[config.mk]
export PLATFORM = sky130hd
export DESIGN_NAME = mgfw_queue
export DESIGN_NICKNAME = d
export VERILOG_FILES = /design/src/sv/mgfw_pkg.sv /design/src/sv/mgfw_queue.sv
export SDC_FILE = /design/constraint.sdc
export NUM_CORES = 1
export LEC_CHECK = 0
export BUFFER_PORTS_ARGS = -buffer_cell sky130_fd_sc_hd__buf_2
export CAP_MARGIN = 20
export CORE_MARGIN = 3
export CORE_UTILIZATION = 40
export CTS_CLUSTER_DIAMETER = 100
export DETAILED_ROUTE_END_ITERATION = 10
export PLACE_DENSITY = 0.61
export SLEW_MARGIN = 0
export SYNTH_ARGS = -nofsm -noshare
export SYNTH_HDL_FRONTEND = slang
export SYNTH_SLANG_ARGS = --single-unit
[constraint.sdc]
create_clock -name i_clk -period 2.6 [get_ports i_clk]
set_clock_uncertainty 0.05 [all_clocks]
set_input_delay 0.13 -clock i_clk [delete_from_list [all_inputs] [get_ports i_clk]]
set_output_delay 0.13 -clock i_clk [all_outputs]
set_load 0.03 [all_outputs]
[src/sv/mgfw_pkg.sv]
package mgfw_pkg;

    localparam int SAMPLE_W         = 32;
    localparam int DEF_MAX_FINE_LOG = 9;
    localparam int FINE_LOG_MIN     = 2;
    localparam int FINE_LOG_RESET   = 6;
    localparam int FINE_LOG_W       = 4;
    localparam int COARSE_IDX_W     = 8;
    localparam int OP_QUEUE_DEPTH   = 2;
    localparam int OUT_QUEUE_DEPTH  = 4;

    typedef struct packed {
        logic signed [SAMPLE_W-1:0] fine_sample;
        logic                       start_of_grid;
    } t_in_item;

    typedef struct packed {
        logic signed [SAMPLE_W-1:0] coarse_value;
        logic [COARSE_IDX_W-1:0]    coarse_row;
        logic [COARSE_IDX_W-1:0]    coarse_col;
        logic                       last_of_grid;
    } t_out_item;

    // Classified sample handed from the front to the back
    typedef struct packed {
        logic signed [SAMPLE_W-1:0] sample;
        logic                       emit;
        logic [COARSE_IDX_W-1:0]    coarse_row;
        logic [COARSE_IDX_W-1:0]    coarse_col;
        logic                       last;
    } t_op;

endpackage

[src/sv/mgfw_queue.sv]
module mgfw_queue
    import mgfw_pkg::*;
#(
    parameter int DEPTH = OP_QUEUE_DEPTH,
    parameter int WIDTH = $bits(t_op)
) (
    input  logic             i_clk,
    input  logic             i_rst_n,
    input  logic             i_push,
    input  logic [WIDTH-1:0] i_data,
    output logic             o_full,
    output logic             o_empty,
    input  logic             i_pop,
    output logic [WIDTH-1:0] o_data
);

    localparam int PW = (DEPTH > 1) ? $clog2(DEPTH) : 1;
    localparam int CNTW = $clog2(DEPTH + 1);

    logic [WIDTH-1:0] r_mem [DEPTH];
    logic [PW-1:0]    r_wr_ptr, r_rd_ptr;
    logic [CNTW-1:0]  r_count;
    logic             do_push, do_pop;

    assign o_full  = (r_count == CNTW'(DEPTH));
    assign o_empty = (r_count == '0);
    assign do_push = i_push && !o_full;
    assign do_pop  = i_pop && !o_empty;
    assign o_data  = r_mem[r_rd_ptr];

    always_ff @(posedge i_clk) begin
        if (do_push) begin
            r_mem[r_wr_ptr] <= i_data;
        end
    end

    always_ff @(posedge i_clk) begin
        if (!i_rst_n) begin
            r_wr_ptr <= '0;
            r_rd_ptr <= '0;
            r_count  <= '0;
        end else begin
            if (do_push) begin
                r_wr_ptr <= (r_wr_ptr == PW'(DEPTH - 1)) ? '0 : r_wr_ptr + 1'b1;
            end
            if (do_pop) begin
                r_rd_ptr <= (r_rd_ptr == PW'(DEPTH - 1)) ? '0 : r_rd_ptr + 1'b1;
            end
            unique case ({do_push, do_pop})
                2'b10:   r_count <= r_count + 1'b1;
                2'b01:   r_count <= r_count - 1'b1;
                default: r_count <= r_count;
            endcase
        end
    end

endmodule

### Word level (Yosys, flattened, before mapping)

Memory sizes are Yosys's and may differ from the RTL's. A register that Yosys moved wholly into a read port is not among the register bits.
Cells that the tools add are included.

| storage, ports and cells | value |
|---|---|
| bits in registers | 4 |
| memory bits (writable) | 100 |
| input bits | 54 |
| output and inout port bits | 52 |
| logic and storage cells | 24 |
| memories | 1 |

| cells by class | value |
|---|---|
| add/subtract/negate cells | 4 |
| eq/ne operators | 3 |
| mux-type cells | 7 |
| reduce and logical (&&, ||, !) cells | 6 |

Memory list:

| name | words | bits a word | rd ports | clocked after memory_dff | write ports | line | RTL |
|---|---|---|---|---|---|---|---|
| r_mem | 2 | 50 | 1 | 1 | 1 | mgfw_queue.sv:20 | `logic [WIDTH-1:0] r_mem [DEPTH];` |

Operators by type and width:

| cell | number |
|---|---|
| $mux 1 | 6 |
| $eq 2x2->1 const B | 2 |
| $pmux 2 s2 | 1 |
| $add 1x1->1 const B | 2 |
| $add 2x1->2 const B | 1 |
| $eq 2x1->1 const B | 1 |
| $logic_and 1x1->1 | 2 |
| $logic_not 1->1 | 2 |
| $logic_not 2->1 | 1 |
| $reduce_bool 2->1 | 1 |
| $sub 2x1->2 const B | 1 |

### Depth between registers and ports, before layout

| depth | value |
|---|---|
| depth after elaboration | 5 |
| depth in mapped cells | 6 |
| gate-level depth less buffers | 6 |

### Worst setup path before layout

Ideal clock, no wire load.

| path | value |
|---|---|
| path type | reg2reg |
| from | register r_count[0] |
| to | memory r_mem[0][0] (netlist bit), enable pin |
| library setup time | 0.404 ns |
| data arrival time | 1.951 ns |
| data required time | 2.146 ns |
| path slack | 0.195 ns |
| cell stages (with the launch flop) | 5 |
| buffers on the path | 0 |
| clock period less this slack | 2.405 ns |
| path through | dfxtp_1 nand2b_2 inv_2 or3_1 inv_1 |

| on the way | value |
|---|---|
| longest elaborated chain between the ends | 5 |

Ends and longest elaborated chain:

| item | line | RTL |
|---|---|---|
| start: declaration | mgfw_queue.sv:22 | `logic [CNTW-1:0] r_count;` |
| start signal: assignment | mgfw_queue.sv:50 | `2'b10: r_count <= r_count + 1'b1;` |
| start signal: assignment | mgfw_queue.sv:51 | `2'b01: r_count <= r_count - 1'b1;` |
| start signal: assignment | mgfw_queue.sv:52 | `default: r_count <= r_count;` |
| $eq 2x2->1 | mgfw_queue.sv:25 | `assign o_full = (r_count == CNTW'(DEPTH));` |
| via o_full | mgfw_queue.sv:11 | `output logic o_full,` |
| $logic_not 1->1 | mgfw_queue.sv:27 | `assign do_push = i_push && !o_full;` |
| $logic_and 1x1->1 | mgfw_queue.sv:27 |  |
| $mux 1 | mgfw_queue.sv:32 | `if (do_push) begin` |
| $mux 1 (implied by the code) | mgfw_queue.sv:33 | `r_mem[r_wr_ptr] <= i_data;` |
| end: declaration | mgfw_queue.sv:20 |  |

The timed path passes the listed nets, and every way through them passes these cells.

==> metrics <==
fmax 513 MHz; Avg Vias per Cell 4.56; dpl hpwl 4400 microns; vias 2203; top post-synthesis cells by count 100 x edfxtp_1, 50 x mux2_2, 5 x buf_2, 5 x dfxtp_1, 3 x xnor2_1; ANT nets after route 0; critical path class flop to output pin; R2R setup slack 0.81 ns; Remaining Overflow, GRT 0; Root Driver clkbuf_8; WP buf/inv 2; reg2reg start r_count[0]; cell count along the critical path 3; FP Rows 35; Arr. time, crit path 1.77 ns; detailed router's first-iteration violation count 67; Slowest Stage Delay on Critical Path 0.57 ns; initial antenna violation count 0; gpl congestion ~0.67; post-synthesis sequential area ratio 0.810; largest delay contributor family on the critical path flip-flops; crit-path max FO 14; Leak 1.97 nW; CTS tree built; unique cell type count in the Yosys netlist 19; Yosys top cell area share 0.784; Die Area 10800 sq um; Starting Density 0.413; share of layout cells above drive strength 1 0.506; Inserted Clock Buffers 9; EDFF count, synth 100; CP endpoint kind output pin; clock sinks 105; Buffers on Ports ~110; critical path launch point type flop; Final Hold Fails 0; Reg clk slew, reported paths 0.09 ns; Worst Path Required between 2 and 2.5 ns; Yosys warnings 0; crit path max-delay cell type dfxtp_2; vias in the first global route 2363; Die Ht 104 microns; Tot Pwr 4.90 mW; Initial DRT Pass Iterations 4; Setup Viol. Count Final 0; pins over their slew limit 0; Yosys top cell by area edfxtp_1; die width 104 microns; Avg WL per Cell 14.5 microns; clk_lat worst skew 0.35 ns; RR Endpoint r_mem[0][38]; Bufs on Longest Clock Path 2; largest net degree at the start of global routing 28; Layout Cells excl Fill 483; fin crit share 0.750; DRC viols 0; Most used DFF post-synth edfxtp_1; Max VDD drop ~0.43 mV; ANT cells 0; Max Cap Viol 0; CORE AREA 9280 sq um; synthesized instance count around 180; PD cells approximately 930 nW/um^2; syn nets roughly 240; Layout area overhead 37.0%; Rel. slew slack 0.751; status finished clean; top post-synthesis cells by area edfxtp_1 78%, mux2_2 15%, dfxtp_1 2.6%; critical path, cell by cell buf_4 > mux2_2 > buf_2; routed wire length 7000 microns; Final Net Count just over 400; Tmin final 1.95 ns; I/O pin count 106; H-tree levels 3; end of the critical path o_data[4]; first-pass GRT wire length ~11000 microns; slew at the pin closest to its max-slew limit around 0.37 ns; Total GRT Usage 0.136; DP Cell Count 416; Setup TNS Final 0 ns; Avg Inst Size Synth approximately 21 sq um; Yosys reg bits 105; worst hold path class input pin to flop; Mapped Area between 3000 and 4000 sq um; count leader, synth edfxtp_1; asr flop ratio synth 0; R2R depth 5; unrepaired setup endpoints after global routing no
[final cells by class]
type | instances | area (sq um)
clock buffer | 11 | 131
clock inverter | 5 | 56.3
fill | 772 | 4040
inverter | 3 | 11.3
multi-input combinational | 68 | 689
sequential | 105 | 3100
tap | 129 | 161
timing repair buffer | 162 | 1090
[state kept, by name, summed over array words and instances, names as in the netlist, named ones only]
| signal | flops |
|---|---|
| r_mem | 100 |
| r_count | 2 |
| r_rd_ptr | 1 |
| r_wr_ptr | 1 |
[worst min path at each step]
stage / cells past startpoint / startpoint / end
detailed placement: 1 / i_data[25] / r_mem[0][25]
global placement: 1 / i_data[25] / r_mem[0][25]
global route: 4 / i_push / r_wr_ptr
finish: 4 / i_push / r_wr_ptr
floorplan: 0 / i_data[0] / r_mem[0][0]
CTS: 4 / i_push / r_wr_ptr
[cells in the final DEF, fill, tap and decap left out]
cell type and count:
o21a_1 1, dlygate4sd3_1 51, nor2_1 1, dfxtp_1 4, a21boi_1 2, nand2b_2 1, clkinv_1 1, and2_1 1
dfxtp_2 1, inv_1 1, o21ai_0 2, xnor2_1 3, or3_1 2, edfxtp_1 100, and3_2 1, buf_2 105
inv_2 2, nand2_1 1, bufinv_16 1, buf_12 1, buf_4 5, clkbuf_8 9, mux2_2 50, ha_1 1
clkbuf_1 2, clkinvlp_4 3, nor2b_1 2
[worst reg2reg max path, cell delays in order, from the launching register on]
cell	delay (ns)
dfxtp_1	0.43
nand2b_2	0.18
inv_2	0.04
or3_1	0.34
inv_2	0.07
buf_4	0.33
[power by group]
part           leakage [nW]  switching [mW]  internal [mW]
logic                 0.905            1.07          0.659
registers             0.977           0.100           2.13
clock network        0.0832           0.500          0.443
[per-layer routing]
metal / GRT usage / wire length (microns) / vias to the layer above
li1: - / - / 1044
met1: 0.164 / 2970 / 1089
met2: 0.229 / 3560 / 62
met3: 0.0391 / 386 / 8
met4: 0.0570 / 80 / 0
met5: 0 / 0 / -
[per-stage QoR]
stage          area (sq um)  setup WS (ns)  hold WS (ns)  utilization
3_5_place_dp           4550          0.812         0.272        0.490
4_1_cts                5250          0.587         0.128        0.565
5_1_grt                5250          0.521         0.171        0.565
3_3_place_gp           4550          0.857         0.269        0.490
2_1_floorplan          3830          0.195         0.179            -
6_report               5250          0.649         0.160        0.565
[logic make-up (layout without fill, tap and decap cells)]
group,after synthesis,count (layout),synth area share
flip-flops,105,105,0.810
XOR/XNOR,3,3,0.00686
adder cells (fa/ha/maj),1,1,0.00327
AND/OR/NAND/NOR,9,9,0.0140
multiplexers,50,50,0.147
buffers and inverters,9,181,0.0104
AO/OA/AOI/OAI,5,5,0.00849
[what timing repair did]
action,CTS,global route
setup endpoints to repair,0,0
gates resized for setup,0,0
hold endpoints to repair,103,0
setup buffers,0,0
hold buffers,51,0
Power figures use the tool's default switching activity.
