`src/sv/mgfw_pkg.sv`:
```
package mgfw_pkg;

    localparam int SAMPLE_W         = 32;
    localparam int DEF_MAX_FINE_LOG = 9;
    localparam int FINE_LOG_MIN     = 2;
    localparam int FINE_LOG_RESET   = 6;
    localparam int FINE_LOG_W       = 4;
    localparam int COARSE_IDX_W     = 8;
    localparam int OP_QUEUE_DEPTH   = 2;
    localparam int OUT_QUEUE_DEPTH  = 4;

    typedef struct packed {
        logic signed [SAMPLE_W-1:0] fine_sample;
        logic                       start_of_grid;
    } t_in_item;

    typedef struct packed {
        logic signed [SAMPLE_W-1:0] coarse_value;
        logic [COARSE_IDX_W-1:0]    coarse_row;
        logic [COARSE_IDX_W-1:0]    coarse_col;
        logic                       last_of_grid;
    } t_out_item;

    // Classified sample handed from the front to the back
    typedef struct packed {
        logic signed [SAMPLE_W-1:0] sample;
        logic                       emit;
        logic [COARSE_IDX_W-1:0]    coarse_row;
        logic [COARSE_IDX_W-1:0]    coarse_col;
        logic                       last;
    } t_op;

endpackage

```
`src/sv/mgfw_front.sv`:
```
module mgfw_front
    import mgfw_pkg::*;
#(
    parameter int MAX_FINE_LOG = DEF_MAX_FINE_LOG
) (
    input  logic                    i_clk,
    input  logic                    i_rst_n,
    input  logic                    i_cfg_we,
    input  logic [FINE_LOG_W-1:0]   i_cfg_data,
    input  logic                    i_accept,
    input  t_in_item                i_item,
    output t_op                     o_op,
    output logic [MAX_FINE_LOG:0]   o_col
);

    localparam int CW = MAX_FINE_LOG + 1;

    logic [FINE_LOG_W-1:0] r_fine_log;
    logic [CW-1:0]         r_row, r_col;
    logic [FINE_LOG_W-1:0] lg;
    logic [CW-1:0]         side, side_m2, row, col, row_m1, col_m1;
    logic [CW-1:0]         n_row, n_col;
    logic [CW+7:0]         row_ext, col_ext;

    always_comb begin
        lg = r_fine_log;
        if (lg < FINE_LOG_W'(FINE_LOG_MIN)) lg = FINE_LOG_W'(FINE_LOG_MIN);
        if (lg > FINE_LOG_W'(MAX_FINE_LOG)) lg = FINE_LOG_W'(MAX_FINE_LOG);
        side    = (CW'(1) << lg) + CW'(1);
        side_m2 = side - CW'(2);

        // Restart at a grid mark, or when a counter sits at or past a shrunken side
        row = i_item.start_of_grid ? '0 : r_row;
        col = i_item.start_of_grid ? '0 : r_col;
        if (row >= side) row = '0;
        if (col >= side) col = '0;

        row_m1  = row - CW'(1);
        col_m1  = col - CW'(1);
        row_ext = (CW+8)'(row_m1 >> 1);
        col_ext = (CW+8)'(col_m1 >> 1);

        o_op.sample     = i_item.fine_sample;
        o_op.emit       = (row >= CW'(3)) && (col >= CW'(3)) && row[0] && col[0]
                          && (row <= side_m2) && (col <= side_m2);
        o_op.coarse_row = row_ext[COARSE_IDX_W-1:0];
        o_op.coarse_col = col_ext[COARSE_IDX_W-1:0];
        o_op.last       = (row == side_m2) && (col == side_m2);
        o_col           = col;

        n_row = row;
        n_col = col + CW'(1);
        if (n_col >= side) begin
            n_col = '0;
            n_row = row + CW'(1);
            if (n_row >= side) n_row = '0;
        end
    end

    always_ff @(posedge i_clk) begin
        if (!i_rst_n) begin
            r_fine_log <= FINE_LOG_W'(FINE_LOG_RESET);
            r_row      <= '0;
            r_col      <= '0;
        end else begin
            if (i_cfg_we) begin
                r_fine_log <= i_cfg_data;
            end
            if (i_accept) begin
                r_row <= n_row;
                r_col <= n_col;
            end
        end
    end

endmodule

```
`config.mk`:
```
export PLATFORM = sky130hd
export DESIGN_NAME = mgfw_front
export DESIGN_NICKNAME = d
export VERILOG_FILES = /design/src/sv/mgfw_pkg.sv /design/src/sv/mgfw_front.sv
export SDC_FILE = /design/constraint.sdc
export NUM_CORES = 1
export LEC_CHECK = 0
export ABC_AREA = 0
export BUFFER_PORTS_ARGS = -buffer_cell sky130_fd_sc_hd__buf_2
export CAP_MARGIN = 40
export CORE_MARGIN = 2
export CORE_UTILIZATION = 51
export CTS_CLUSTER_SIZE = 16
export DETAILED_ROUTE_END_ITERATION = 6
export GPL_TIMING_DRIVEN = 0
export PLACE_DENSITY = 0.77
export SYNTH_ARGS = -nofsm -noshare
export SYNTH_HDL_FRONTEND = slang
export SYNTH_SLANG_ARGS = --single-unit
```
`constraint.sdc`:
```
create_clock -name i_clk -period 6.5 [get_ports i_clk]
set_input_delay 0 -clock i_clk [delete_from_list [all_inputs] [get_ports i_clk]]
set_output_delay 0 -clock i_clk [all_outputs]
set_load 0.005 [all_outputs]
```
# Yosys cells after proc, flatten, opt, wreduce, memory -nomap -nowiden
# Cells that the tools add are included.
dict set report totals {
  output_inout_bits 60
  in_bits 41
  reg_bits 24
  wordCells 37
}
dict set report classes {
  n_mux 9
  n_eq_ne 2
  shifts 1
  reduce_logical 6
  n_addsub 6
  magnitude_cmp 10
}
# cell n
set op_table {}
lappend op_table {{10-bit two-way mux} 7}
lappend op_table {{10-bit >= comparator} 4}
lappend op_table {{10-bit by 1-bit adder with 10-bit output (second input constant)} 2}
lappend op_table {{10-bit == test} 2}
lappend op_table {{10-bit by 2-bit >= comparator with 1-bit output (second input constant)} 2}
lappend op_table {{10-bit less-or-equal comparator} 2}
lappend op_table {{9-bit by 1-bit subtractor with 9-bit output (second input constant)} 2}
lappend op_table {{10-bit by 2-bit adder with 10-bit output (second input constant)} 1}
lappend op_table {{1-bit by 4-bit << shifter with 10-bit output (first input constant)} 1}
lappend op_table {{10-bit by 2-bit subtractor with 10-bit output (second input constant)} 1}
lappend op_table {{4-bit two-way mux} 2}
lappend op_table {{1-bit logical AND} 6}
lappend op_table {{4-bit greater-than comparator (second input constant)} 1}
lappend op_table {{4-bit by 2-bit < comparator with 1-bit output (second input constant)} 1}

# Depth between registers and ports, before layout
# Gate-level depths: netlist of the first run.
dict set report logic_depth {
  ltp_word 14
  mapped_depth 29
  mapped_depth_nobuf 25
}

# Worst setup path after synthesis of the first run
# Ideal clock, no wire load.
dict set report synth_path {
  path_type {flip-flop to flip-flop}
  start {reg r_fine_log[3]}
  end {reg r_col[6]}
  slack_ns 1.046
  period_less_slack_ns 5.454
  t_arrival_ns 5.378
  required_ns 6.424
  n_path_buf 4
  stages_incl_launch_ff 29
  setup_ns 0.076
  cell_sequence {dfxtp_1 -> clkbuf_1 -> nor2_1 -> nand2_1 -> xor2_1 -> ha_1 -> a21o_1 -> a31oi_1 -> o21ai_0 -> a221oi_1 -> clkbuf_1 -> nand2_1 -> inv_1 -> ha_1 -> nand2_1 -> nor2_1 -> xnor2_1 -> nor2_1 -> ha_1 -> a21o_1 -> a2111oi_0 -> o21ai_0 -> a221oi_1 -> o21a_1 -> or2_1 -> buf_6 -> clkbuf_8 -> nand3_1 -> a21boi_0}
}
dict set report synth_between {
  elab_chain_cells 11
}
# element line_no
set synth_rtl {}
lappend synth_rtl {{from (decl)} mgfw_front.sv:18} ;# logic [FINE_LOG_W-1:0] r_fine_log;
lappend synth_rtl {{from (signal assigned)} mgfw_front.sv:62} ;# r_fine_log <= FINE_LOG_W'(FINE_LOG_RESET);
lappend synth_rtl {{from (signal assigned)} mgfw_front.sv:67} ;# r_fine_log <= i_cfg_data;
lappend synth_rtl {{4-bit by 2-bit < comparator with 1-bit output} mgfw_front.sv:27} ;# if (lg < FINE_LOG_W'(FINE_LOG_MIN)) lg = FINE_LOG_W'(FINE_LOG_MIN);
lappend synth_rtl {{4-bit two-way mux (*)} mgfw_front.sv:27}
lappend synth_rtl {{4-bit greater-than comparator} mgfw_front.sv:28} ;# if (lg > FINE_LOG_W'(MAX_FINE_LOG)) lg = FINE_LOG_W'(MAX_FINE_LOG);
lappend synth_rtl {{4-bit two-way mux (*)} mgfw_front.sv:28}
lappend synth_rtl {{1-bit by 4-bit << shifter with 10-bit output (*)} mgfw_front.sv:29} ;# side = (CW'(1) << lg) + CW'(1);
lappend synth_rtl {{10-bit by 2-bit adder with 10-bit output (*)} mgfw_front.sv:29}
lappend synth_rtl {{10-bit >= comparator (*)} mgfw_front.sv:36} ;# if (col >= side) col = '0;
lappend synth_rtl {{10-bit two-way mux (*)} mgfw_front.sv:36}
lappend synth_rtl {{via o_col[0]} mgfw_front.sv:13} ;# output logic [MAX_FINE_LOG:0] o_col
lappend synth_rtl {{10-bit by 1-bit adder with 10-bit output (*)} mgfw_front.sv:52} ;# n_col = col + CW'(1);
lappend synth_rtl {{10-bit >= comparator} mgfw_front.sv:53} ;# if (n_col >= side) begin
lappend synth_rtl {{10-bit two-way mux (*)} mgfw_front.sv:53}
lappend synth_rtl {{to (signal assigned)} mgfw_front.sv:71} ;# r_col <= n_col;
lappend synth_rtl {{to (decl)} mgfw_front.sv:19} ;# logic [CW-1:0] r_row, r_col;
# The timed path passes the listed nets; every way through them passes the cells marked *.
# A chain may end at the register's enable or synchronous reset.

# Worst setup path in the final report of the first run
dict set report layout_path {
  start {reg r_fine_log[3]}
  end {reg r_row[8]}
}
dict set report layout_between {
  elab_chain_cells 12
  word_cells_on_any_way 16
  classes_between {3 x add/sub; 6 x order compare; 1 x shift; 6 x mux}
}
# element line_no
set layout_rtl {}
lappend layout_rtl {{4-bit by 2-bit < comparator with 1-bit output} mgfw_front.sv:27}
lappend layout_rtl {{4-bit two-way mux (*)} mgfw_front.sv:27}
lappend layout_rtl {{4-bit greater-than comparator} mgfw_front.sv:28}
lappend layout_rtl {{4-bit two-way mux (*)} mgfw_front.sv:28}
lappend layout_rtl {{1-bit by 4-bit << shifter with 10-bit output (*)} mgfw_front.sv:29}
lappend layout_rtl {{10-bit by 2-bit adder with 10-bit output (*)} mgfw_front.sv:29}
lappend layout_rtl {{10-bit >= comparator} mgfw_front.sv:35} ;# if (row >= side) row = '0;
lappend layout_rtl {{10-bit two-way mux} mgfw_front.sv:35}
lappend layout_rtl {{10-bit by 1-bit adder with 10-bit output} mgfw_front.sv:55} ;# n_row = row + CW'(1);
lappend layout_rtl {{10-bit >= comparator} mgfw_front.sv:56} ;# if (n_row >= side) n_row = '0;
lappend layout_rtl {{10-bit two-way mux} mgfw_front.sv:56}
lappend layout_rtl {{10-bit two-way mux (*)} mgfw_front.sv:53}
lappend layout_rtl {{to (signal assigned)} mgfw_front.sv:70} ;# r_row <= n_row;
lappend layout_rtl {{to (decl)} mgfw_front.sv:19}
# Mark *: on every way between the ends. The rest lies on a longest branch, timed or not.

==> flow_summary.yaml, run 1 <==
run_status:
  status: "completed"
timing:
  rsz0062_at_grt: "false"
  slew_viol_final: 0
  layout_min_cycle_time_ns: 6.25
  slew-limit-headroom_pct: 54.0
  hold_viol: 0
  setup_viol: 0
  skew_ns: 0.00460
  min_period_over_period_pct: 96.1
  worst_pin_slew_ns: 0.684
  max_clock_freq_mhz: 160
drt:
  firstDrtPassIters: 6
  drtIter0Drc: 412
  vias: 4216
  wl_per_cell_um: 16.5
  antenna_left: 0
  drc: 0
  via_per_inst: 6.01
  drt-total-wl_mm: 11.6
power:
  pwr-share-seq_pct: 32.1
  p_per_area_mw_per_mm2: 108
  vdd_drop_max_mv: 0.0782
  power_frac_comb_pct: 48.5
  power.clock.fraction_pct: 19.4
  netSwitchingFraction_pct: 39.7
  internal_power_uw: 291
  p_total_uw: 483
  leakagePower_nw: 2.15
  p_sw_uw: 192
synthesis:
  yosys-top-cells-area: "ha_1 (18%), dfxtp_1 (12%), buf_4 (6.6%)"
  synth.ff_latch_count: 24
  synth_most_common_cell: "ha_1"
  ys_top_cells_by_count: "ha_1 (56), nand2_1 (49), nor2_1 (49)"
  synth.top_cell.area_share_pct: 18.1
  syn_avg_cell_area_um2: 7.37
  synth_cell_types: 72
  async_flop_share_pct: 0
  ys_seq_area_share_pct: 12.4
  synth_edf_count: 0
  netlist_area_mm2: 0.00388
  synth_flop_cell: "dfxtp_1"
  synth_top_cell_by_area: "ha_1"
  syn-instance-count: 526
  synth_warnings: 0
global_route:
  grt_pass1_vias: 3860
  antenna_found_initial: 0
  overflow: 0
  grt_pass1_wl_mm: 18.6
  grt_max_degree: 13
  globalRouteTotalUtil_pct: 27.4
hold_path:
  min_path_cells: 3
  min_from: "i_cfg_data[3]"
  hold_class: "input port to flip-flop"
  whs_endpoint: "r_fine_log[3]$_SDFFE_PN0P_"
placement:
  place_hpwl_mm: 9.32
  place_area_mm2: 0.00435
  gp_congestion: 0.915
  port_buffers: 65
floorplan:
  design.core.area_mm2: 0.00729
  dieWidth_um: 91.2
  io_pins: 101
  initial_core_util_pct: 53.2
  rows: 31
  die_h_um: 91.2
  die_area_mm2: 0.00832
clocking:
  post_cts_buffers: 0
  htree_levels: 1
  clock_path_buffers: 2
  cts_tree: "done"
  cts_root_buffer: "clkbuf_8"
  clock_latency_ns: 0.27
  cts_made_buffers: 3
  path_clk_slew_ns: 0.09
  cts_sinks: 24
worst_setup_path:
  cpPeakStageDelay_ns: 0.42
  rr_worst_depth: 24
  timing.critical_path.cells: "buf_4 > nor2_4 > nand3_1 > ha_1 > a21o_1 > a211oi_1 > o21ai_0 > nand2_1 > a31o_2 > buf_4 > nand3_1 > inv_1 > ha_1 > inv_1 > nor4_1 > xnor2_1 > nor2_1 > ha_1 > or3_1 > a211oi_1 > o22ai_1 > a32oi_4 > nor4b_4 > a22o_1"
  worstSetupEndpointType: "flip-flop"
  reg2reg_slack_ns: 0.25
  cp_slowest_cell: "ha_1"
  r2r_start: "r_fine_log[3]$_SDFFE_PN0P_"
  cp.arrival_ns: 6.47
  reg2reg_to: "r_row[8]$_SDFFE_PN0P_"
  critPathRequiredTime_ns: 6.73
  worst-setup-path-type: "flip-flop to flip-flop"
  worstSetupStartpoint: "r_fine_log[3]$_SDFFE_PN0P_"
  cp_max_fo: 10
  path_common_cell: "ha_1"
  worstSetupStartpointType: "flip-flop"
layout:
  layout-drive-gt1-share_pct: 22.1
  layout.nets: 702
  diodes: 0
  syn2layout_area_growth_pct: 15.7
  stdcell_area_mm2: 0.00449
job:
  drv_cap: 0
registers in the layout (all words and copies together) (netlist names):
name        count
r_col          10
r_row          10
r_fine_log      4
power groups by stage:
stage	Clock [mW]	Combinational (mW)	Sequential, mW
detailed placement	0	0.219	0.158
global route	0.0996	0.255	0.156
floorplan	0	0.157	0.157
global placement	0	0.214	0.158
finish	0.0936	0.234	0.155
CTS	0.0955	0.224	0.155
cell usage in the layout (no fill, tap or decap), types with 2 or more instances in the layout:
cell type,synthesis,layout
buf_2,5,70
ha_1,56,55
nand2_1,49,48
nor2_1,49,48
buf_4,34,36
nand3_1,33,32
dfxtp_1,24,24
inv_1,22,22
a21oi_1,22,22
nor2b_1,18,17
o21ai_0,16,15
xnor2_1,15,15
clkbuf_1,16,14
a21o_1,13,13
a31oi_1,12,12
a21boi_0,12,12
nor3_1,11,11
nand4_1,11,11
nand2b_1,9,9
xor2_1,10,9
conb_1,2,8
and2_1,7,7
mux2i_1,6,6
o21a_1,5,5
o31ai_1,4,4
and3_1,4,4
clkbuf_8,1,4
a22o_1,3,3
o22ai_1,3,3
a211oi_1,3,3
or3_1,3,3
dlygate4sd3_1,0,3
nand3b_1,2,2
o41ai_1,2,2
nor4_1,2,2
a22oi_1,2,2
o2bb2ai_1,2,2
metrics by stage:
step	setup slack, ns	setup TNS, ns	util [%]	hold slack, ns	std cells
floorplan	1.05	0	-	0.0808	532
global placement	-0.392	-5.65	59.6	0.167	696
detailed placement	-0.507	-6.98	59.6	0.166	696
CTS	0.0694	0	60.9	0.0148	702
global route	0.0359	0	61.5	0.0287	702
finish	0.255	0	61.5	0.0207	702
logic make-up (layout without fill, tap and decap cells):
family                     count (synthesis)  after routing  synth area share (%)
muxes                                      6              6                  1.55
xor gates and xnor gates                  25             25                  5.65
and+or+nand+nor                          212            212                  27.9
DFF                                       24             24                  12.4
AOI/OAI and AO/OA                        119            119                  22.2
adders and majority gates                 57             57                  18.3
other                                      2              8                 0.194
buffers and inverters                     81            152                  11.7
what timing repair did:
item                       4_1_cts  5_1_grt
hold buffers                     3        0
setup endpoints to repair       20       20
hold endpoints to repair         3        0
resized for setup                5       15
pin swaps                        0        0
how the worst max path moves through the flow:
stage               cells past startpoint                    end  slack [ns]
CTS                                    27  r_col[6]$_SDFFE_PN0P_        0.07
global route                           26  r_col[6]$_SDFFE_PN0P_        0.04
finish                                 24  r_row[8]$_SDFFE_PN0P_        0.25
floorplan                              28  r_col[6]$_SDFFE_PN0P_        1.05
global placement                       28  r_col[4]$_SDFFE_PN0P_       -0.39
detailed placement                     28  r_col[6]$_SDFFE_PN0P_       -0.51
worst max-delay path: cells and delay by family, from the launching register on:
| family | cells | cell delay [ns] |
|---|---|---|
| AO/OA/AOI/OAI | 8 | 1.89 |
| XOR/XNOR | 1 | 0.18 |
| adder cells (fa/ha/maj) | 3 | 0.97 |
| buffers and inverters | 4 | 0.80 |
| flip-flops | 1 | 0.37 |
| AND/OR/NAND/NOR | 8 | 1.95 |
layer usage:
layer  track usage (%)  vias to the layer above  share of wire (%)
met2              47.1                      272                 46
met4              7.70                        0                2.2
met1              35.9                     1913                 42
met5                 0                        -                  0
li1                  -                     2005                  -
met3              3.65                       26                 10
layout make-up:
cell class / instances / area, µm²
inverters: 23 / 86.3
plain buffers: 58 / 377
flip-flops and latches: 24 / 480
well taps: 99 / 124
repair buffers: 68 / 355
clock buffers: 3 / 41.3
multi-input cells: 427 / 3020
fillers: 683 / 2810
(Power assumes the default switching activity.)
==> inputs of run 2 (changes only) <==
--- a/config.mk
+++ b/config.mk
@@ -9,11 +9,12 @@
 export BUFFER_PORTS_ARGS = -buffer_cell sky130_fd_sc_hd__buf_2
 export CAP_MARGIN = 40
 export CORE_MARGIN = 2
-export CORE_UTILIZATION = 51
+export CORE_UTILIZATION = 36
 export CTS_CLUSTER_SIZE = 16
 export DETAILED_ROUTE_END_ITERATION = 6
 export GPL_TIMING_DRIVEN = 0
-export PLACE_DENSITY = 0.77
+export MAX_ROUTING_LAYER = met4
+export PLACE_DENSITY = 0.58
 export SYNTH_ARGS = -nofsm -noshare
 export SYNTH_HDL_FRONTEND = slang
 export SYNTH_SLANG_ARGS = --single-unit
==> run 2 against run 1 <==
  * Highest routed layer unchanged
  * Sequential power is essentially flat
  * Fmax is 0.62% higher
  * Critical endpoint unchanged
  * Die area is 40% higher
==> flow_summary.yaml, run 2 (synthesis results as in run 1) <==
run_status:
  status: "completed"
worst_setup_path:
  critPathRequiredTime_ns: 6.74
  timing.critical_path.cells: "buf_4 > nor2_4 > nand3_1 > ha_1 > a21o_1 > a211oi_1 > o21ai_0 > nand2_1 > a31o_2 > buf_4 > nand3_1 > inv_1 > ha_1 > inv_1 > nor4_1 > xnor2_1 > nor2_1 > ha_1 > or3_1 > a211oi_1 > o22ai_1 > a32oi_4 > nor4b_4 > a22o_1"
  cp_slowest_cell: "ha_1"
  critPathBufInv: 4
  cpPeakStageDelay_ns: 0.41
  worst-setup-path-type: "flip-flop to flip-flop"
  cp_top_family: "simple AND/OR/NAND/NOR gates"
  cp.arrival_ns: 6.44
  path_common_cell: "ha_1"
  worstSetupStartpointType: "flip-flop"
  cp_max_fo: 10
  reg2reg_slack_ns: 0.29
  worstSetupEndpointType: "flip-flop"
drt:
  antenna_left: 0
  firstDrtPassIters: 5
  via_per_inst: 5.46
  drtIter0Drc: 274
  wl_per_cell_um: 16.8
  drc: 0
  vias: 4047
  drt-total-wl_mm: 12.5
placement:
  place_hpwl_mm: 10.2
  gp_congestion: 0.918
  port_buffers: 65
timing:
  setup_tns_ns: 0
  max_clock_freq_mhz: 161
  layout_min_cycle_time_ns: 6.21
  skew_ns: 0.00592
  setup_viol: 0
  slew-limit-headroom_pct: 60.1
  slew_viol_final: 0
  worst_pin_slew_ns: 0.596
  hold_viol: 0
  worst_hold_slack_ns: 0.100
  min_period_over_period_pct: 95.5
global_route:
  globalRouteTotalUtil_pct: 22.0
  overflow: 0
  grt_pass1_vias: 3700
  antenna_found_initial: 0
  grt_max_degree: 14
  grt_pass1_wl_mm: 19.6
floorplan:
  design.core.area_mm2: 0.0104
  io_pins: 101
  rows: 37
  dieWidth_um: 108
  initial_core_util_pct: 37.4
  die_area_mm2: 0.0116
  die_h_um: 108
clocking:
  htree_levels: 1
  cts_sinks: 24
  clock_path_buffers: 2
  cts_made_buffers: 3
  cts_tree: "done"
  cts_root_buffer: "clkbuf_8"
  clock_latency_ns: 0.28
  path_clk_slew_ns: 0.10
layout:
  top_regs: "r_col x10, r_row x10, r_fine_log x4"
  layout-drive-gt1-share_pct: 22.1
  syn2layout_area_growth_pct: 17.5
  final_common_cell: "buf_2"
  fin_util_pct: 43.9
  final_cell_mix: "buf_2 (70), ha_1 (55), nand2_1 (48), nor2_1 (48), buf_4 (36)"
  diodes: 0
  fillers: 1103
  layout.nets: 703
power:
  leakagePower_nw: 2.16
  p_per_area_mw_per_mm2: 111
  vdd_drop_max_mv: 0.0712
  p_total_uw: 505
hold_path:
  hold_class: "input port to flip-flop"
job:
  drv_cap: 0
-- run 2: final cells by class --
| cell class | instances | area [µm²] | area share, % |
|---|---|---|---|
| multi-input combinational | 427 | 3020 | 66.3 |
| buffer | 58 | 377 | 8.27 |
| inverter | 23 | 86.3 | 1.90 |
| clock buffer | 4 | 55.1 | 1.21 |
| timing repair buffer | 69 | 365 | 8.02 |
| sequential | 24 | 480 | 10.5 |
| tap | 136 | 170 | 3.74 |
-- run 2: repair_timing --
| item | 4_1_cts | 5_1_grt |
|---|---|---|
| cloned | 0 | 0 |
| gates resized for setup | 6 | 14 |
| setup endpoints to repair | 20 | 20 |
| endpoints found under the hold margin | 4 | 0 |
| pin swaps | 0 | 0 |
| buffers inserted | 0 | 0 |
| hold buffers | 4 | 0 |
-- run 2: worst paths after layout --
path,cells past startpoint,from,end
min reg2reg,1,r_row[5]$_SDFFE_PN0P_,r_row[5]$_SDFFE_PN0P_
min,3,i_cfg_we,r_fine_log[2]$_SDFFE_PN1P_
max reg2reg,24,r_fine_log[3]$_SDFFE_PN0P_,r_row[8]$_SDFFE_PN0P_
max,24,r_fine_log[3]$_SDFFE_PN0P_,r_row[8]$_SDFFE_PN0P_
-- run 2: worst min-delay path, delay by kind of cell --
kind | cells | cell delay, ns
buf+inv | 1 | 0.15
mux | 1 | 0.15
simple gates | 1 | 0.06
-- run 2: report_power, final --
part | leakage, nW | switching [mW] | internal (mW)
clock network | 0.0288 | 0.0588 | 0.0544
logic | 1.93 | 0.137 | 0.0991
registers | 0.195 | 0.00482 | 0.151
total | 2.16 | 0.200 | 0.304
-- run 2: per-stage QoR --
| stage | worst slack (ns) | cell area, µm² | cells |
|---|---|---|---|
| 5_1_grt | -0.0281 | 4560 | 741 |
| 3_3_place_gp | -0.605 | 4400 | 733 |
| 2_1_floorplan | 1.05 | 3900 | 532 |
| 3_5_place_dp | -0.683 | 4400 | 733 |
| 4_1_cts | 0.00185 | 4520 | 741 |
| 6_report | 0.293 | 4560 | 741 |
-- run 2: layer usage --
layer / GRT usage [%] / vias to the layer above / wire length (µm)
met3: 2.18 / 8 / 762
li1: - / 1996 / -
met2: 36.6 / 149 / 5870
met4: 3.02 / 0 / 133
met5: - / - / 0
met1: 29.6 / 1894 / 5720
